**src/design/kss_ram.sv**
```systemverilog
// Generic single-port RAM with registered read.
module kss_ram #(
	parameter int WIDTH = 8,
	parameter int DEPTH = 16
) (
	input  logic                     clk,
	input  logic                     we,
	input  logic [$clog2(DEPTH)-1:0] addr,
	input  logic [WIDTH-1:0]         wdata,
	output logic [WIDTH-1:0]         rdata
);
	logic [WIDTH-1:0] mem_q [DEPTH];

	always_ff @(posedge clk) begin
		if (we) begin
			mem_q[addr] <= wdata;
		end
		rdata <= mem_q[addr];
	end
endmodule

```
**config.mk**
```make
export PLATFORM = sky130hd
export DESIGN_NAME = kss_ram
export DESIGN_NICKNAME = d
export VERILOG_FILES = /design/src/design/kss_ram.sv
export SDC_FILE = /design/constraint.sdc
export NUM_CORES = 1
export LEC_CHECK = 0
export BUFFER_PORTS_ARGS = -buffer_cell sky130_fd_sc_hd__buf_2
export CAP_MARGIN = 20
export CORE_MARGIN = 5
export CORE_UTILIZATION = 40
export CTS_BUF_LIST = sky130_fd_sc_hd__clkbuf_2
export DETAILED_ROUTE_END_ITERATION = 7
export SLEW_MARGIN = 5
export SYNTH_ARGS = -nofsm -noshare
export SYNTH_HDL_FRONTEND = slang
export SYNTH_SLANG_ARGS = --single-unit
export TNS_END_PERCENT = 100
```
**constraint.sdc**
```tcl
create_clock -name clk -period 4 [get_ports clk]
set_input_delay 0.8 -clock clk [delete_from_list [all_inputs] [get_ports clk]]
set_output_delay 0.8 -clock clk [all_outputs]
set_load 0.05 [all_outputs]
```
==> results.sh, run 1 <==
export IMPL_fmax_mhz=458
export IMPL_cts_tree="yes"
export IMPL_worst_pin_slew_ns=0.996
export IMPL_multi_input_area_mm2=0.00100
export IMPL_dieArea_mm2=0.0150
export IMPL_grt_pass1_vias=2483
export IMPL_max_slew_margin_pct=33.6
export IMPL_vdd_drop_max_v=0.000276
export IMPL_hold_buffers=0
export IMPL_yosys_warnings=0
export IMPL_syn_nets=244
export IMPL_cp_arrival_ns=2.49
export IMPL_yosysSeqAreaShare_pct=79.0
export IMPL_synth_cell_types=18
export IMPL_fp_dieH_um=123
export IMPL_routedWlPerCell_um=21.2
export IMPL_setup_tns_ns=0
export IMPL_dr_total_vias=2308
export IMPL_synth_edf_count=128
export IMPL_finalNetCount=285
export IMPL_io_pins=22
export IMPL_clk_pin_slew_ns=0.19
export IMPL_cp_start_kind="input pin"
export IMPL_rsz0062_at_grt="no"
export IMPL_status="finished, final reports clean"
export IMPL_netlist_area_mm2=0.00507
export IMPL_endpoint_kind="register"
export IMPL_drt_first_pass_iters=4
export IMPL_cts_setup_buffers=0
export IMPL_maxCapViolCount=0
export IMPL_cp_max_fo=31
export IMPL_cts_made_buffers=17
export IMPL_grt_max_degree=32
export IMPL_worst_ep_required_time_ns=4.31
export IMPL_cts_resized=0
export IMPL_n_fill_cell=1112
export IMPL_syn_to_final_growth_pct=12.4
export IMPL_dp_slack_ns=1.04
export IMPL_grt_pass1_wl_um=15100
export IMPL_drv_slew=0
export IMPL_async_flop_share_pct=0
export IMPL_antenna_found_initial=1
export IMPL_setup_viol_count_final=0
export IMPL_io_buffers=21
export IMPL_gr_usage_all_layers_pct=14.5
export IMPL_synth_avg_cell_area_um2=22.0
export IMPL_clock_latency_ns=0.68
export IMPL_clkSinkCount=136
export IMPL_seqCellArea_mm2=0.00400
export IMPL_drive_above_1_share_pct=34.2
export IMPL_layout_min_cycle_time_ns=2.18
export IMPL_hold_worst_slack_ns=0.477
export IMPL_grt_overflow=0
export IMPL_synth_cells=230
export IMPL_hpwl_um=6290
export IMPL_synth_main_ff_cell="edfxtp_1"
export IMPL_hold_violations=0
export IMPL_fp_dieW_um=123
export IMPL_hold_class="input pin to register"
export IMPL_cts_buffer_depth=2
export IMPL_totalWireLength_um=9690
export IMPL_gp_congestion=0.753
export IMPL_period_share_pct=54.6
export IMPL_ant_nets=0
export IMPL_drcViolationCount=0
export IMPL_p_leak_uw=0.00184
export IMPL_fin_skew_ns=0.0277
export IMPL_p_per_area_mw_per_mm2=468
export IMPL_layout_setup_ws_ns=1.82
export IMPL_viasPerCell=5.05
export IMPL_rows=41
export IMPL_initial_core_util_pct=40.5
export IMPL_fp_coreArea_mm2=0.0125
export IMPL_drt_initial_drc_count=185
export IMPL_ys_ff_latch=136
export IMPL_crit_type="input pin to register"
export IMPL_htree_levels=4
export IMPL_root_buffer="clkbuf_2"
[cells in the final DEF, fill, tap and decap left out]
cell,n
dfxtp_1,8
nand2b_1,2
buf_4,12
a22oi_1,16
nand3b_1,2
clkinv_1,1
bufinv_16,4
and2_1,1
clkinv_2,3
diode_2,1
mux4_2,32
buf_2,21
nand2_1,9
nor3_1,4
nor2_1,13
edfxtp_1,128
nor2b_1,2
or3b_2,1
clkinv_4,2
clkbuf_2,19
clkinvlp_4,3
nand3_1,1
[metal layers]
layer | GRT usage, % | vias to the layer above | wire length, um
li1 | - | 1046 | -
met3 | 5.07 | 10 | 437
met1 | 18.8 | 1205 | 4380
met2 | 23.1 | 47 | 4760
met5 | 0 | - | 0
met4 | 4.83 | 0 | 117
[final cells by class]
cell class	instances	area share, %
Clock inverter	13	3.14
Clock buffer	19	1.67
Sequential cell	136	70.3
Antenna cell	1	0.0439
Tap cell	172	3.78
Multi-Input combinational cell	83	17.6
Timing Repair Buffer	33	3.43
[registers in the layout, indices dropped and copies added, names as in the netlist]
signal,flops
rdata,8
mem_q,128
[cell usage after synthesis, types with 2 or more instances]
master / number / area share [%]
buf_1: 4 / 0.30
nor3_1: 4 / 0.40
clkbuf_1: 2 / 0.15
edfxtp_1: 128 / 76
nand2b_1: 2 / 0.25
buf_2: 2 / 0.20
nand3b_1: 2 / 0.30
buf_6: 2 / 0.44
nand2_1: 9 / 0.67
mux4_2: 32 / 14
a22oi_1: 16 / 2.4
dfxtp_1: 8 / 3.2
nor2_1: 13 / 0.96
nor2b_1: 2 / 0.25
[worst max-delay path: stages]
cell and delay (ns):
buf_2 0.74, nand2_1 0.25, nor2_1 0.68
[where the power goes]
part	leakage (uW)	switching, uW	internal (uW)
clock network	0.000157	478	412
registers	0.00122	9.59	1590
logic	0.000457	114	59.6
total	0.00184	601	2060
[cell families after synthesis]
group                  after synthesis  synth area share, %
AOI/OAI and AO/OA                   16                 2.37
DFF                                136                 79.0
muxes                               32                 14.2
buffers and inverters               11                 1.19
and+or+nand+nor                     35                 3.21
[worst paths after layout]
| check | slack, ns | from | depth (start not counted) | to |
|---|---|---|---|---|
| setup reg to reg | 2.65 | mem_q[0][4] | 3 | rdata[4] |
| setup / recovery | 1.82 | addr[0] | 3 | mem_q[7][6] |
| hold / removal | 0.48 | wdata[1] | 1 | mem_q[8][1] |
| hold reg to reg | 0.69 | mem_q[14][0] | 3 | rdata[0] |
[per-stage QoR]
stage | cells | area, um2 | power (uW) | utilization (%)
global placement | 424 | 5420 | 1810 | 43.3
global route | 457 | 5690 | 2770 | 45.5
finish | 457 | 5690 | 2660 | 45.5
floorplan | 230 | 5070 | 1750 | -
CTS | 456 | 5690 | 2700 | 45.5
detailed placement | 424 | 5420 | 1810 | 43.3
Note: power is estimated with default switching activity, not from simulation.
==> inputs of run 2 (changes only) <==
Clock period 4 ns to 1.95 ns, I/O delays scaled along.
==> run 2 against run 1 <==
  * Cell area grew 2.9%
  * Largest power group unchanged
  * Highest routed layer unchanged
  * Flip-flop and latch count unchanged
  * Combinational power is 120% higher
  * Sequential share of layout area down 2.0 points
  * Via count grew 1.6%
  * Largest cell class unchanged
==> results.sh, run 2 (same netlist as run 1, synthesis figures left out) <==
export IMPL_maxCapViolCount=0
export IMPL_clkSinkCount=136
export IMPL_setup_viol_count_final=0
export IMPL_largest_reg_flops=128
export IMPL_layout_commonest_cell="edfxtp_1"
export IMPL_setup_tns_ns=0
export IMPL_initial_core_util_pct=40.5
export IMPL_cp_start_kind="register"
export IMPL_crit_type="register to primary output"
export IMPL_cts_setup_buffers=0
export IMPL_clk_pin_slew_ns=0.22
export IMPL_top_regs="mem_q (128), rdata (8)"
export IMPL_crit_buf_inv=1
export IMPL_drcViolationCount=0
export IMPL_syn_to_final_growth_pct=15.7
export IMPL_seqCellArea_mm2=0.00400
export IMPL_hold_class="input pin to register"
export IMPL_p_leak_uw=0.00194
export IMPL_crit_chain="buf_2"
export IMPL_reg2reg_from="mem_q[11][1]"
export IMPL_drt_initial_drc_count=222
export IMPL_gp_congestion=0.718
export IMPL_grt_max_degree=40
export IMPL_max_slew_margin_pct=62.4
export IMPL_reg2reg_to="rdata[1]"
export IMPL_hold_worst_slack_ns=0.100
export IMPL_fin_skew_ns=0.0352
export IMPL_layout_min_cycle_time_ns=1.74
export IMPL_fmax_mhz=573
export IMPL_drv_slew=0
export IMPL_final_cell_mix="edfxtp_1, mux4_2, buf_2"
export IMPL_cts_resized=0
export IMPL_final_core_util_pct=46.8
export IMPL_fp_dieW_um=123
export IMPL_dieArea_mm2=0.0150
export IMPL_min_delay_path_depth=1
export IMPL_largest_register="mem_q"
export IMPL_grt_overflow=0
export IMPL_fp_coreArea_mm2=0.0125
export IMPL_critical_path_top_delay_family="flip-flops"
export IMPL_period_share_pct=89.5
export IMPL_cts_made_buffers=17
export IMPL_vdd_drop_max_v=0.000494
export IMPL_viasPerCell=5.02
export IMPL_hold_buffers=0
export IMPL_rows=41
export IMPL_io_buffers=21
export IMPL_worst_ep_required_time_ns=1.56
export IMPL_hpwl_um=6120
export IMPL_totalWireLength_um=9400
export IMPL_ant_nets=0
export IMPL_cp_num_cells=1
export IMPL_multi_input_area_mm2=0.00100
export IMPL_routedWlPerCell_um=20.1
export IMPL_rsz0062_at_grt="no"
export IMPL_antenna_found_initial=0
export IMPL_drive_above_1_share_pct=36.9
export IMPL_max_stage_delay_ns=0.43
export IMPL_io_pins=22
export IMPL_n_fill_cell=1068
export IMPL_cts_buffer_depth=2
export IMPL_worst_pin_slew_ns=0.562
export IMPL_rr_worst_depth=3
export IMPL_gr_usage_all_layers_pct=14.0
export IMPL_cp_slowest_cell="dfxtp_1"
export IMPL_crit_path_start="rdata[6]"
export IMPL_dr_total_vias=2345
export IMPL_htree_levels=4
export IMPL_grt_pass1_wl_um=14900
export IMPL_cp_max_fo=1
export IMPL_clock_latency_ns=0.65
export IMPL_cts_tree="yes"
export IMPL_hold_violations=0
export IMPL_cp_endpoint="rdata[6]"
export IMPL_endpoint_kind="primary output"
export IMPL_reg2reg_slack_ns=0.60
export IMPL_finalNetCount=296
export IMPL_fp_dieH_um=123
export IMPL_status="finished, final reports clean"
export IMPL_grt_pass1_vias=2481
export IMPL_cp_arrival_ns=1.35
export IMPL_drt_first_pass_iters=4
export IMPL_diodes=0
export IMPL_root_buffer="clkbuf_2"
export IMPL_p_per_area_mw_per_mm2=983
## run 2: report_power, final
part	internal [uW]	total, uW	switching (uW)
combinational	139	374	235
sequential	3260	3280	21.0
clock	1110	2100	993
## run 2: area by class of cell
class,count,share of cell area (%)
Clock buffer,19,1.62
Clock inverter,13,3.91
Tap cell,172,3.67
Timing Repair Buffer,44,5.38
Sequential cell,136,68.3
Multi-Input combinational cell,83,17.1
## run 2: metrics by stage
stage | cells | setup WS (ns) | instance area, um2 | power [uW]
2_1_floorplan | 230 | 0.0670 | 5070 | 3580
3_5_place_dp | 435 | 0.0931 | 5540 | 3730
3_3_place_gp | 435 | 0.0739 | 5540 | 3730
5_1_grt | 467 | 0.0863 | 5860 | 6000
6_report | 467 | 0.205 | 5860 | 5760
4_1_cts | 467 | 0.133 | 5860 | 5820
## run 2: worst reg2reg max path: stages, from the launching register on
cell,delay (ns)
edfxtp_1,0.40
mux4_2,0.48
a22oi_1,0.30
nand2_1,0.08
## run 2: how the worst min path moves through the flow
stage | startpoint | endpoint | slack [ns]
after CTS | wdata[2] | mem_q[9][2] | 0.03
final | wdata[0] | mem_q[15][0] | 0.10
after global placement | mem_q[12][5] | rdata[5] | 0.66
after global routing | wdata[2] | mem_q[1][2] | 0.009
after detailed placement | mem_q[14][5] | rdata[5] | 0.65
after floorplan | wdata[0] | mem_q[0][0] | 0.49
## run 2: routing by layer
layer,track usage (%),up-vias,routed length (um)
li1,-,1070,-
met1,18.9,1216,4150
met2,22.3,55,4750
met3,3.73,4,437
met4,4.41,0,61
met5,0,-,0
