File: src/design/kss_pkg.sv
// Shared types, constants and helpers of the scheduling state tracker.
package kss_pkg;

	localparam int NUM_CPUS    = 8;
	localparam int NUM_THREADS = 4096;
	localparam int TIDX_W      = $clog2(NUM_THREADS);
	localparam int CPU_IDX_W   = (NUM_CPUS > 1) ? $clog2(NUM_CPUS) : 1;
	localparam int TID_W       = 22;
	localparam int CPU_W       = 3;
	localparam int OP_W        = 4;
	localparam int ST_W        = 3;
	localparam int IN_W        = 64;
	localparam int OUT_W       = 32;

	localparam logic [OP_W-1:0] OP_SYS_ENTRY  = 4'd0;
	localparam logic [OP_W-1:0] OP_SYS_EXIT   = 4'd1;
	localparam logic [OP_W-1:0] OP_IRQ_ENTRY  = 4'd2;
	localparam logic [OP_W-1:0] OP_IRQ_EXIT   = 4'd3;
	localparam logic [OP_W-1:0] OP_SOFT_ENTRY = 4'd4;
	localparam logic [OP_W-1:0] OP_SOFT_EXIT  = 4'd5;
	localparam logic [OP_W-1:0] OP_SOFT_RAISE = 4'd6;
	localparam logic [OP_W-1:0] OP_SWITCH     = 4'd7;
	localparam logic [OP_W-1:0] OP_FORK       = 4'd8;
	localparam logic [OP_W-1:0] OP_FREE       = 4'd9;
	localparam logic [OP_W-1:0] OP_DUMP       = 4'd10;
	localparam logic [OP_W-1:0] OP_WAKEUP     = 4'd11;

	localparam logic [ST_W-1:0] ST_NONE        = 3'd0;
	localparam logic [ST_W-1:0] ST_USER        = 3'd1;
	localparam logic [ST_W-1:0] ST_SYSCALL     = 3'd2;
	localparam logic [ST_W-1:0] ST_IRQ         = 3'd3;
	localparam logic [ST_W-1:0] ST_INTERRUPTED = 3'd3;
	localparam logic [ST_W-1:0] ST_SOFTIRQ     = 3'd4;
	localparam logic [ST_W-1:0] ST_BLOCKED     = 3'd4;
	localparam logic [ST_W-1:0] ST_IDLE        = 3'd5;
	localparam logic [ST_W-1:0] ST_WAIT_CPU    = 3'd5;
	localparam logic [ST_W-1:0] ST_UNKNOWN     = 3'd6;

	localparam logic [2:0] DS_WAIT_CPU = 3'd2;
	localparam logic [2:0] DS_BLOCKED  = 3'd5;

	typedef struct packed {
		logic [TID_W-1:0] parent;
		logic             pvalid;
		logic             sc;
		logic [ST_W-1:0]  st;
	} entry_t;

	localparam int ENTRY_W = $bits(entry_t);

	typedef struct packed {
		logic [7:0]       line;
		logic [2:0]       ds;
		logic             run;
		logic [TID_W-1:0] oth;
		logic [TID_W-1:0] tid;
		logic [CPU_W-1:0] cpu;
		logic [OP_W-1:0]  op;
	} item_t;

	typedef struct packed {
		logic              load;
		logic              clear;
		logic              rd2;
		logic              exec;
		logic              fin;
		logic [TIDX_W-1:0] clr_addr;
	} cmd_t;

	typedef struct packed {
		logic is_switch;
		logic out_free;
	} stat_t;

	function automatic logic tid_ok(input logic [TID_W-1:0] t);
		return t < TID_W'(NUM_THREADS);
	endfunction

endpackage

File: src/design/kss_ctrl.sv
// Controller state machine: table clearing pass and per-request sequencing.
module kss_ctrl import kss_pkg::*; (
	input  logic  clk,
	input  logic  arst_n,
	input  logic  s_tvalid,
	output logic  s_tready,
	input  stat_t stat,
	output cmd_t  cmd
);
	localparam logic [1:0] S_CLEAR = 2'd0;
	localparam logic [1:0] S_IDLE  = 2'd1;
	localparam logic [1:0] S_EXEC  = 2'd2;
	localparam logic [1:0] S_RD2   = 2'd3;

	logic [1:0]        state_q;
	logic [TIDX_W-1:0] clr_q;
	logic              ph1_q;

	assign s_tready     = (state_q == S_IDLE) && stat.out_free;
	assign cmd.load     = s_tready && s_tvalid;
	assign cmd.clear    = (state_q == S_CLEAR);
	assign cmd.rd2      = (state_q == S_RD2);
	assign cmd.exec     = (state_q == S_EXEC);
	assign cmd.fin      = cmd.exec && !(stat.is_switch && !ph1_q);
	assign cmd.clr_addr = clr_q;

	always_ff @(posedge clk or negedge arst_n) begin
		if (!arst_n) begin
			state_q <= S_CLEAR;
			clr_q   <= '0;
			ph1_q   <= 1'b0;
		end else begin
			case (state_q)
				S_CLEAR: begin
					clr_q <= clr_q + 1'b1;
					if (clr_q == TIDX_W'(NUM_THREADS - 1)) begin
						state_q <= S_IDLE;
					end
				end
				S_IDLE: begin
					if (cmd.load) begin
						state_q <= S_EXEC;
						ph1_q   <= 1'b0;
					end
				end
				S_EXEC: begin
					if (cmd.fin) begin
						state_q <= S_IDLE;
					end else begin
						state_q <= S_RD2;
						ph1_q   <= 1'b1;
					end
				end
				S_RD2: begin
					state_q <= S_EXEC;
				end
				default: begin
					state_q <= S_IDLE;
				end
			endcase
		end
	end
endmodule

File: config.mk
export PLATFORM = sky130hd
export DESIGN_NAME = kss_ctrl
export DESIGN_NICKNAME = d
export VERILOG_FILES = /design/src/design/kss_pkg.sv /design/src/design/kss_ctrl.sv
export SDC_FILE = /design/constraint.sdc
export NUM_CORES = 1
export LEC_CHECK = 0
export ABC_AREA = 1
export BUFFER_PORTS_ARGS = -buffer_cell sky130_fd_sc_hd__buf_2
export CAP_MARGIN = 20
export CORE_MARGIN = 5
export CORE_UTILIZATION = 40
export CTS_CLUSTER_DIAMETER = 200
export DETAILED_ROUTE_END_ITERATION = 6
export PLACE_DENSITY = 0.68
export SYNTH_ARGS = -nofsm -noshare
export SYNTH_HDL_FRONTEND = slang
export SYNTH_SLANG_ARGS = --single-unit
File: constraint.sdc
create_clock -name clk -period 1.4 [get_ports clk]
set_input_delay 0.21 -clock clk [delete_from_list [all_inputs] [get_ports clk]]
set_output_delay 0.21 -clock clk [all_outputs]
set_load 0.01 [all_outputs]
==> Implementation_results.wiki, run 1 <==
{| class="wikitable"
! Metric !! Value
|-
| Vias in the first global route || 753
|-
| Register bit count reported by yosys || 15
|-
| Fraction of layout cells with a size suffix above 1 || 37.3%
|-
| Mean instance size in the synthesized netlist || 8.14 um2
|-
| Type of the setup path with the least slack || reg2out
|-
| Worst Tran Pin Value || 0.333 ns
|-
| Post-synthesis adder-cell area fraction || 1.46%
|-
| Maximum number of pins on one net before global-route repair || 16
|-
| Final nets || 149
|-
| R2R Path End || clr_q[6]
|-
| Yosys top cell by area || sky130_fd_sc_hd__dfrtp_1
|-
| Number of synthesized flops with an enable pin || 0
|-
| Normalized max-slew margin || 77.8%
|-
| Antenna violations before repair || 0
|-
| Beginning of the critical path || state_q[1]
|-
| Critical-path cell list || nor2_4, and2_4, nand2_4, inv_2, buf_6
|-
| Share of the synthesized area in the top cell type || 43.9%
|-
| Most used standard cell by instance count after synthesis || sky130_fd_sc_hd__nand2_1
|-
| First drt pass iteration count || 4
|-
| RePlAce Congestion || 0.739
|-
| Number of top-level pins || 23
|-
| Endpoint kind of the worst setup timing path || primary output
|-
| Slowest stage cell on the critical path || sky130_fd_sc_hd__dfrtp_2
|-
| Required time worst endpoint || 1.19 ns
|-
| Number of nets still failing antenna checks after routing || 0
|-
| R2r worst-path depth || 7
|-
| Overall die height || 56.2 um
|-
| Synthesized netlist net count || 111
|-
| Main combinational cell family by area after synthesis || simple AND/OR/NAND/NOR gates
|-
| XOR/XNOR share of the synthesized area || 5.12%
|-
| Worst Slack Setup Final || 0.00694 ns
|-
| Yosys synthesis warning count || 0
|-
| TritonCTS clock tree || yes
|-
| Proportion of synthesized area in mux cells || 1.76%
|-
| Sink count of the clock tree || 15
|-
| Starting Density || 42.7%
|-
| Total design power || 0.00207 W
|-
| Max Clk Rate || 718 MHz
|-
| Kind of cell adding the most delay to the critical path || flip-flops
|-
| Total Routing Usage GR || 12.7%
|-
| TritonCTS buffer count || 3
|-
| Buffer and inverter count on the worst path || 2
|-
| Overall overflow remaining after global route || 0
|-
| Clock-pin transition on the worst setup and hold timing paths || 0.08 ns
|-
| Total count of max-transition violations in the final report || 0
|-
| Count of endpoints failing setup in the final report || 0
|-
| IR drop worst, VDD || 0.00128 V
|-
| Worst hold slack || 0.298 ns
|-
| First-pass GRT wire length || 3200 um
|-
| Total power per unit cell area || 1820 nW/um2
|-
| Max incr delay on CP || 0.46 ns
|-
| WHS Path Cells || 4
|-
| Maximum level of the CTS H-tree || 1
|-
| Port buffer count || 22
|-
| Share of synthesized area occupied by flip-flops and latches || 43.9%
|-
| Final HPWL DP || 1380 um
|-
| Worst Clk Skew || 0.000643 ns
|-
| Worst slack after detailed placement || 0.146 ns
|-
| Clock latency on the worst-skew pair || 0.27 ns
|-
| Commonest cells in the synthesized netlist || sky130_fd_sc_hd__nand2_1, sky130_fd_sc_hd__inv_1, sky130_fd_sc_hd__dfrtp_1
|-
| Leakage power figure || 0.659 nW
|-
| Share of the synthesized area in compound gates (AO/OA/AOI/OAI) || 2.93%
|-
| Worst reg2reg startpoint || clr_q[1]
|-
| Area of the die || 3160 um2
|-
| Stages on the worst setup path || 5
|-
| Std cell rows || 16
|-
| Layout Area Growth over Synthesis || 33.1%
|-
| Final cycle utilization of the critical path || 99.5%
|-
| Diodes inserted || 0
|-
| Outcome || finished, final reports clean
|-
| Via count normalized by instance count || 4.69
|-
| Die W || 56.2 um
|-
| Total placed instance area || 1010 um2
|-
| Clock buffer depth || 2
|-
| Number of vias in the routed layout || 792
|-
| Drt wl/cell || 10.8 um
|-
| Final hold violation count || 0
|-
| Crit path max fanout || 4
|-
| Fraction of the mapped netlist area in simple logic gates || 35.1%
|-
| Synthesized instance count || 105
|-
| Min-Delay Path Class || in2reg
|-
| Critical path capture point || cmd[16]
|-
| Main area contributors after synthesis || sky130_fd_sc_hd__dfrtp_1, sky130_fd_sc_hd__nand2_1, sky130_fd_sc_hd__inv_1, sky130_fd_sc_hd__nand4_1, sky130_fd_sc_hd__nand3_1
|-
| Max-capacitance violation count || 0
|-
| Signal arrival time at the worst endpoint || 1.18 ns
|-
| Syn Std Cell Area || 855 um2
|-
| Core area || 2000 um2
|-
| Unrepaired setup endpoints after global routing || yes
|-
| Distinct cells, synth || 23
|-
| Main synth FF type || sky130_fd_sc_hd__dfrtp_1
|-
| Remaining design rule violation count || 0
|-
| Synth async-reset ratio || 100%
|-
| Routed wire length || 1830 um
|-
| Post-layout minimum cycle time || 1.39 ns
|-
| Worst setup slack for register-to-register paths || 0.16 ns
|-
| Clock root cell || sky130_fd_sc_hd__clkbuf_4
|-
| Sort of element at the start of the critical path || flop
|-
| DRT iter0 DRCs || 10
|-
| Area of all placed cells without fillers || 1140 um2
|}
[registers in the layout (all words and copies together) (netlist names)]
register	cells
clr_q	12
state_q	2
ph1_q	1
[metal layers]
layer	vias up	track usage (%)	share of wire [%]
met4	0	2.71	0.71
met5	-	0	0
met1	372	14.7	42
met2	16	22.2	52
li1	402	-	-
met3	2	4.87	5.0
[cell families after synthesis]
group | Yosys count
AO/OA/AOI/OAI | 3
adder cells (fa/ha/maj) | 1
multiplexers | 1
XOR/XNOR | 5
flip-flops | 15
AND/OR/NAND/NOR | 60
buffers and inverters | 20
[cell type report]
class                           instances  area (um2)
Clock buffer                            4        26.3
Fill cell                             193         865
Inverter                               19        73.8
Multi-Input combinational cell         70         409
Sequential cell                        15         378
Tap cell                               27        33.8
Timing Repair Buffer                   34         216
[cells in the final DEF (no fill, tap or decap), types with 2 or more instances in the layout]
cell type                  count
sky130_fd_sc_hd__nor2_1        6
sky130_fd_sc_hd__nor2_4        2
sky130_fd_sc_hd__nand2_1      31
sky130_fd_sc_hd__inv_2         2
sky130_fd_sc_hd__dfrtp_1      13
sky130_fd_sc_hd__nand4_1       6
sky130_fd_sc_hd__inv_1        16
sky130_fd_sc_hd__clkbuf_4      3
sky130_fd_sc_hd__buf_6         3
sky130_fd_sc_hd__buf_2        21
sky130_fd_sc_hd__nor3_2        2
sky130_fd_sc_hd__nand3_1       7
sky130_fd_sc_hd__dfrtp_2       2
sky130_fd_sc_hd__nor2_2        2
sky130_fd_sc_hd__xor2_1        4
sky130_fd_sc_hd__buf_4         9
[worst min-delay path by stage]
stage	start	to	slack (ns)
after floorplan	arst_n	clr_q[0]	-0.09
after global placement	arst_n	clr_q[3]	0.13
after detailed placement	arst_n	clr_q[2]	0.13
after CTS	s_tvalid	state_q[1]	0.29
after global routing	s_tvalid	state_q[1]	0.29
final	s_tvalid	state_q[1]	0.30
[worst reg2reg max path, delay by kind of cell, from the launching register on]
kind / cells / cell delay [ns]
AND/OR/NAND/NOR: 5 / 0.58
flip-flops: 1 / 0.38
adder cells (fa/ha/maj): 1 / 0.20
buffers and inverters: 1 / 0.04
[where the power goes]
group	internal, W	switching (W)
logic	0.000546	0.000563
registers	0.000570	0.000151
clock network	0.000110	0.000127
[what timing repair did]
item                                   4_1_cts  5_1_grt
hold buffers                                 1        0
endpoints found under the hold margin       15        0
setup buffers                                7        1
pin swaps                                    3        4
resized for setup                            6        5
setup endpoints to repair                    3        5
[stage by stage]
| step | instances | utilization, % | setup TNS (ns) |
|---|---|---|---|
| after CTS | 168 | 55.8 | -0.0263 |
| after floorplan | 105 | - | 0 |
| after global routing | 169 | 56.8 | -0.119 |
| after detailed placement | 156 | 50.4 | 0 |
| final | 169 | 56.8 | 0 |
| after global placement | 156 | 50.4 | 0 |
No activity file was read; power rests on OpenSTA's default activity.
==> inputs of run 2 (changes only) <==
==> constraint.sdc (replaced) <==
create_clock -name clk -period 1.4 [get_ports clk]
set_input_delay 0.07 -clock clk [delete_from_list [all_inputs] [get_ports clk]]
set_output_delay 0.07 -clock clk [all_outputs]
set_load 0.01 [all_outputs]
==> run 2 against run 1 <==
  * Hold slack got worse by 0.24 ns
  * Wire length increased by 2.7%
  * Worst setup slack improved by 0.021 ns
  * Clock-buffer cell count unchanged
  * Sequential share of layout area increased by 1.6 points
  * Clock skew increased by 0.0061 ns
  * Final area decreased by 4.7%
  * Flip-flop and latch count unchanged
==> Implementation_results.wiki, run 2 (synthesis results as in run 1) <==
{| class="wikitable"
! Metric !! Value
|-
| Register with the highest flop count || clr_q (unchanged)
|-
| Type of the setup path with the least slack || reg2out (unchanged)
|-
| Layout fillers || 205 (was 193)
|-
| Overall die height || 56.2 um (unchanged)
|-
| Sink count of the clock tree || 15 (unchanged)
|-
| Via count normalized by instance count || 4.76 (was 4.69)
|-
| Worst Clk Skew || 0.00672 ns (was 0.000643 ns)
|-
| Setup TNS Final || 0 ns (unchanged)
|-
| Max-capacitance violation count || 0 (unchanged)
|-
| Buffer and inverter count on the worst path || 3 (was 2)
|-
| Clock-pin transition on the worst setup and hold timing paths || 0.09 ns (was 0.08 ns)
|-
| Remaining design rule violation count || 0 (unchanged)
|-
| Die W || 56.2 um (unchanged)
|-
| Total design power || 0.00195 W (was 0.00207 W)
|-
| Number of top-level pins || 23 (unchanged)
|-
| Count of placed standard cells including taps || 157 (was 156)
|-
| Number of flip-flops under the largest register name || 12 (unchanged)
|-
| Antenna violations before repair || 0 (unchanged)
|-
| Total power per unit cell area || 1800 nW/um2 (was 1820 nW/um2)
|-
| Sequential cell fraction of total power || 36.5% (was 34.9%)
|-
| RePlAce Congestion || 0.755 (was 0.739)
|-
| Diodes inserted || 0 (unchanged)
|-
| Post-layout minimum cycle time || 1.37 ns (was 1.39 ns)
|-
| Endpoint kind of the worst setup timing path || primary output (unchanged)
|-
| Final hold violation count || 0 (unchanged)
|-
| Port buffer count || 22 (unchanged)
|-
| Registers with the most flip-flops || clr_q x12, state_q x2, ph1_q x1 (unchanged)
|-
| Number of vias in the routed layout || 781 (was 792)
|-
| Clock Power Share || 12.6% (was 11.5%)
|-
| Routed wire length || 1880 um (was 1830 um)
|-
| Overall overflow remaining after global route || 0 (unchanged)
|-
| Vias in the first global route || 761 (was 753)
|-
| First drt pass iteration count || 4 (unchanged)
|-
| Worst reg2reg startpoint || state_q[0] (was clr_q[1])
|-
| Final nets || 144 (was 149)
|-
| Worst Tran Pin Value || 0.336 ns (was 0.333 ns)
|-
| Core area || 2000 um2 (unchanged)
|-
| Drt wl/cell || 11.5 um (was 10.8 um)
|-
| End-of-flow core utilization || 54.1% (was 56.8%)
|-
| Commonest cells after routing, fill and taps aside || sky130_fd_sc_hd__nand2_1, sky130_fd_sc_hd__buf_2, sky130_fd_sc_hd__inv_1 (unchanged)
|-
| Slowest stage cell on the critical path || sky130_fd_sc_hd__dfrtp_1 (was sky130_fd_sc_hd__dfrtp_2)
|-
| Starting Density || 42.7% (unchanged)
|-
| Area of all placed cells without fillers || 1080 um2 (was 1140 um2)
|-
| Maximum number of pins on one net before global-route repair || 16 (unchanged)
|-
| Crit path max fanout || 4 (unchanged)
|-
| Total count of max-transition violations in the final report || 0 (unchanged)
|-
| Unrepaired setup endpoints after global routing || yes (unchanged)
|-
| Switching fraction of total power || 41.1% (was 40.7%)
|-
| Total Routing Usage GR || 12.7% (about the same)
|-
| Max Clk Rate || 729 MHz (was 718 MHz)
|-
| Post-route insts no fill || 164 (was 169)
|-
| Sw Pwr || 0.000803 W (was 0.000841 W)
|-
| Layout Area Growth over Synthesis || 26.8% (was 33.1%)
|-
| Outcome || finished, final reports clean (unchanged)
|-
| First-pass GRT wire length || 3240 um (was 3200 um)
|-
| Leading cell type in the layout, fill and taps excluded || sky130_fd_sc_hd__nand2_1 (unchanged)
|-
| DRT iter0 DRCs || 5 (was 10)
|-
| Clock root cell || sky130_fd_sc_hd__clkbuf_4 (unchanged)
|-
| Critical-path cell list || buf_4, nor2_4, and2_4, nand2_4, inv_1, buf_2 (was nor2_4, and2_4, nand2_4, inv_2, buf_6)
|-
| Total placed instance area || 1020 um2 (was 1010 um2)
|-
| TritonCTS buffer count || 3 (unchanged)
|-
| Beginning of the critical path || state_q[1] (unchanged)
|-
| Signal arrival time at the worst endpoint || 1.30 ns (was 1.18 ns)
|-
| Leakage power figure || 0.638 nW (was 0.659 nW)
|-
| Number of nets still failing antenna checks after routing || 0 (unchanged)
|-
| Maximum level of the CTS H-tree || 1 (unchanged)
|-
| TritonCTS clock tree || yes (unchanged)
|-
| Area of the die || 3160 um2 (unchanged)
|-
| Clock latency on the worst-skew pair || 0.28 ns (was 0.27 ns)
|-
| Kind of cell adding the most delay to the critical path || flip-flops (unchanged)
|-
| Required time worst endpoint || 1.33 ns (was 1.19 ns)
|-
| IR drop worst, VDD || 0.00110 V (was 0.00128 V)
|-
| Fraction of layout cells with a size suffix above 1 || 32.1% (was 37.3%)
|-
| Sort of element at the start of the critical path || flop (unchanged)
|-
| Std cell rows || 16 (unchanged)
|-
| Count of endpoints failing setup in the final report || 0 (unchanged)
|-
| Internal || 0.00115 W (was 0.00123 W)
|-
| Final HPWL DP || 1470 um (was 1380 um)
|-
| Clock buffer depth || 2 (unchanged)
|-
| Min-Delay Path Class || in2reg (unchanged)
|-
| Gate power share || 50.8% (was 53.6%)
|-
| Normalized max-slew margin || 77.6% (was 77.8%)
|-
| Worst Hold Launch || s_tvalid (unchanged)
|-
| Final cycle utilization of the critical path || 98.0% (was 99.5%)
|-
| Max incr delay on CP || 0.39 ns (was 0.46 ns)
|}
-- run 2: tightest hold or removal path, delay by kind of cell --
kind | cells | cell delay, ns
simple gates | 1 | 0.07
compound gates | 1 | 0.05
buf+inv | 1 | 0.11
-- run 2: power by group through the flow --
stage / Clock, W / Combinational, W / Sequential, W
final: 0.000247 / 0.000993 / 0.000713
after global routing: 0.000275 / 0.00109 / 0.000741
after CTS: 0.000251 / 0.000931 / 0.000721
after detailed placement: 0 / 0.000894 / 0.000736
after global placement: 0 / 0.000871 / 0.000725
after floorplan: 0 / 0.000528 / 0.000770
-- run 2: final timing paths --
path / endpoint / slack, ns / cells past startpoint
min in group asynchronous: clr_q[2] / 0.21 / 2
worst max register to register: clr_q[11] / 0.07 / 7
max in group asynchronous: state_q[0] / 0.92 / 2
worst max-delay path: cmd[16] / 0.03 / 6
worst min register to register: ph1_q / 0.50 / 2
worst min-delay path: state_q[1] / 0.06 / 3
-- run 2: per-layer routing --
layer | up-vias | GRT usage [%] | wire length [um]
met2 | 26 | 21.5 | 952
met3 | 2 | 2.32 | 115
met5 | - | 0 | 0
li1 | 388 | - | -
met4 | 0 | 4.07 | 10
met1 | 365 | 16.1 | 803
-- run 2: repair_timing --
action | 4_1_cts | 5_1_grt
pin swaps | 2 | 0
hold buffers | 1 | 0
endpoints found under the hold margin | 15 | 0
setup endpoints to repair | 1 | 3
resized for setup | 1 | 1
buffers inserted | 1 | 1
-- run 2: stage by stage --
stage	setup slack (ns)	hold slack, ns
5_1_grt	-0.0483	0.0603
4_1_cts	0.0161	0.0614
3_5_place_dp	0.117	-0.00582
6_report	0.0281	0.0581
3_3_place_gp	0.135	-0.00766
2_1_floorplan	0.165	-0.226
-- run 2: cell type report --
cell class,count,area [um2],share of cell area (%)
clock buffer,4,26.3,2.42
inverter,19,71.3,6.58
multi-input combinational,70,397,36.6
sequential,15,378,34.9
tap,27,33.8,3.12
timing repair buffer,29,178,16.4
==> inputs of run 3 (changes only) <==
Clock period 1.4 ns to 1.6 ns, I/O delays scaled along.
==> run 3 against run 2 <==
  * Combinational power shrank 31%
  * Final area down 4.8%
  * First-iteration DRC count is 100% higher
  * Clock power down 11%
  * Critical path depth is the same
  * Utilization decreased by 2.6 points
  * Sequential power fell by 7.2%
  * Worst setup slack better by 0.13 ns
  * Clock skew fell by 0.0049 ns
  * Global-route usage is 0.43 points lower
  * Non-clock buffer count down 5
==> Implementation_results.wiki, run 3 (synthesis results as in run 1) <==
{| class="wikitable"
! Metric !! Value
|-
| Crit path max fanout || 6 (was 4)
|-
| Via count normalized by instance count || 4.65 (was 4.76)
|-
| Signal arrival time at the worst endpoint || 1.36 ns (was 1.30 ns)
|-
| Number of flip-flops under the largest register name || 12 (unchanged)
|-
| Unrepaired setup endpoints after global routing || no (was yes)
|-
| Outcome || finished, final reports clean (unchanged)
|-
| Leading cell type in the layout, fill and taps excluded || sky130_fd_sc_hd__nand2_1 (unchanged)
|-
| Number of vias in the routed layout || 739 (was 781)
|-
| Register with the highest flop count || clr_q (unchanged)
|-
| Sort of element at the start of the critical path || flop (unchanged)
|-
| Remaining design rule violation count || 0 (unchanged)
|-
| Maximum number of pins on one net before global-route repair || 16 (unchanged)
|-
| Number of top-level pins || 23 (unchanged)
|-
| Final cycle utilization of the critical path || 89.9%
|-
| Worst Tran Pin Value || 0.343 ns (was 0.336 ns)
|-
| Clock buffer depth || 2 (unchanged)
|-
| Core area || 2000 um2 (unchanged)
|-
| Total count of max-transition violations in the final report || 0 (unchanged)
|-
| Worst reg2reg startpoint || state_q[0] (unchanged)
|-
| Overall overflow remaining after global route || 0 (unchanged)
|-
| IR drop worst, VDD || 0.000794 V (was 0.00110 V)
|-
| Worst Clk Skew || 0.00187 ns (was 0.00672 ns)
|-
| DRT iter0 DRCs || 10 (was 5)
|-
| Final hold violation count || 0 (unchanged)
|-
| First-pass GRT wire length || 3020 um (was 3240 um)
|-
| Total Routing Usage GR || 12.2% (was 12.7%)
|-
| Die W || 56.2 um (unchanged)
|-
| Required time worst endpoint || 1.52 ns (was 1.33 ns)
|-
| WHS Path Cells || 3 (unchanged)
|-
| Diodes inserted || 0 (unchanged)
|-
| Starting Density || 42.7% (unchanged)
|-
| RePlAce Congestion || 0.757 (was 0.755)
|-
| Beginning of the critical path || state_q[0] (was state_q[1])
|-
| Sink count of the clock tree || 15 (unchanged)
|-
| Max-capacitance violation count || 0 (unchanged)
|-
| Worst hold slack || 0.0736 ns (was 0.0581 ns)
|-
| Final HPWL DP || 1450 um (was 1470 um)
|-
| Drt wl/cell || 11.4 um (was 11.5 um)
|-
| Routed wire length || 1820 um (was 1880 um)
|-
| Count of endpoints failing setup in the final report || 0 (unchanged)
|-
| Commonest cells after routing, fill and taps aside || sky130_fd_sc_hd__nand2_1, sky130_fd_sc_hd__buf_2, sky130_fd_sc_hd__inv_1 (unchanged)
|-
| Layout Area Growth over Synthesis || 20.6% (was 26.8%)
|-
| Normalized max-slew margin || 77.1% (was 77.6%)
|-
| Std cell rows || 16 (unchanged)
|-
| Post-route insts no fill || 159 (was 164)
|-
| Leakage power figure || 0.611 nW (was 0.638 nW)
|-
| Registers with the most flip-flops || clr_q x12, state_q x2, ph1_q x1 (unchanged)
|-
| Setup TNS Final || 0 ns (unchanged)
|-
| Clock latency on the worst-skew pair || 0.28 ns (about the same)
|-
| Post-layout minimum cycle time || 1.44 ns
|-
| Layout fillers || 218 (was 205)
|-
| Overall die height || 56.2 um (unchanged)
|-
| R2r worst-path depth || 6 (was 7)
|-
| Min-Delay Path Class || in2reg (unchanged)
|-
| Maximum level of the CTS H-tree || 1 (unchanged)
|-
| Count of placed standard cells including taps || 154 (was 157)
|-
| Max Clk Rate || 695 MHz
|-
| Clock-pin transition on the worst setup and hold timing paths || 0.09 ns (about the same)
|-
| TritonCTS buffer count || 3 (unchanged)
|-
| Type of the setup path with the least slack || reg2out (unchanged)
|-
| Vias in the first global route || 702 (was 761)
|-
| Final nets || 139 (was 144)
|-
| Endpoint kind of the worst setup timing path || primary output (unchanged)
|-
| Port buffer count || 22 (unchanged)
|-
| First drt pass iteration count || 4 (unchanged)
|-
| # resized after CTS || 0 (was 1)
|-
| Critical path capture point || cmd[16] (unchanged)
|-
| Worst setup slack for register-to-register paths || 0.24 ns (was 0.07 ns)
|-
| Fraction of layout cells with a size suffix above 1 || 28.0% (was 32.1%)
|-
| Total power per unit cell area || 1520 nW/um2 (was 1800 nW/um2)
|-
| R2R Path End || clr_q[9] (was clr_q[11])
|-
| Antenna violations before repair || 0 (unchanged)
|-
| Clock root cell || sky130_fd_sc_hd__clkbuf_4 (unchanged)
|-
| Number of nets still failing antenna checks after routing || 0 (unchanged)
|-
| TritonCTS clock tree || yes (unchanged)
|-
| Area of the die || 3160 um2 (unchanged)
|}
-- run 3: how the worst min path moves through the flow --
stage	startpoint	endpoint	slack, ns
2_1_floorplan	arst_n	clr_q[0]	-0.22
3_3_place_gp	arst_n	clr_q[3]	0.005
3_5_place_dp	arst_n	clr_q[3]	0.007
4_1_cts	s_tvalid	state_q[1]	0.07
5_1_grt	s_tvalid	state_q[1]	0.07
6_report	s_tvalid	state_q[1]	0.07
-- run 3: layer usage --
metal | vias up | part of all wire (%) | wire length, um | track usage, %
met3 | 4 | 5.5 | 99 | 2.78
li1 | 378 | - | - | -
met4 | 0 | 1.8 | 33 | 7.12
met1 | 341 | 44 | 794 | 13.7
met5 | - | 0 | 0 | 0
met2 | 16 | 49 | 888 | 21.0
-- run 3: through the flow --
step                setup slack [ns]  util, %  power (W)  area [um2]
CTS                            0.136     51.5    0.00160        1030
detailed placement             0.241     49.7    0.00137         995
global route                 0.00712     51.5    0.00169        1030
floorplan                      0.365        -    0.00114         855
global placement               0.272     49.7    0.00133         995
finish                         0.161     51.5    0.00157        1030
-- run 3: area by class of cell --
cell class                      count  area [um2]  area share, %
Inverter                           19        71.3           6.92
Timing Repair Buffer               24         128           12.4
Multi-Input combinational cell     70         397           38.5
Tap cell                           27        33.8           3.28
Clock buffer                        4        26.3           2.55
Sequential cell                    15         375           36.4
-- run 3: where the power goes --
| part | total (W) | switching [W] | leakage (nW) | internal, W |
|---|---|---|---|---|
| Sequential | 0.000662 | 0.000169 | 0.194 | 0.000493 |
| Combinational | 0.000685 | 0.000389 | 0.402 | 0.000296 |
| Clock | 0.000220 | 0.000123 | 0.0150 | 0.0000968 |
-- run 3: what timing repair did --
item	in CTS	in global routing
setup buffers	0	0
hold endpoints to repair	15	0
endpoints found under the setup margin	0	0
hold buffers	1	0
-- run 3: critical path: stages (launching register included) --
cell                      delay (ns)
sky130_fd_sc_hd__dfrtp_1        0.48
sky130_fd_sc_hd__inv_2          0.10
sky130_fd_sc_hd__nor2_4         0.11
sky130_fd_sc_hd__and2_4         0.16
sky130_fd_sc_hd__nand2_4        0.06
sky130_fd_sc_hd__inv_1          0.04
sky130_fd_sc_hd__buf_2          0.12
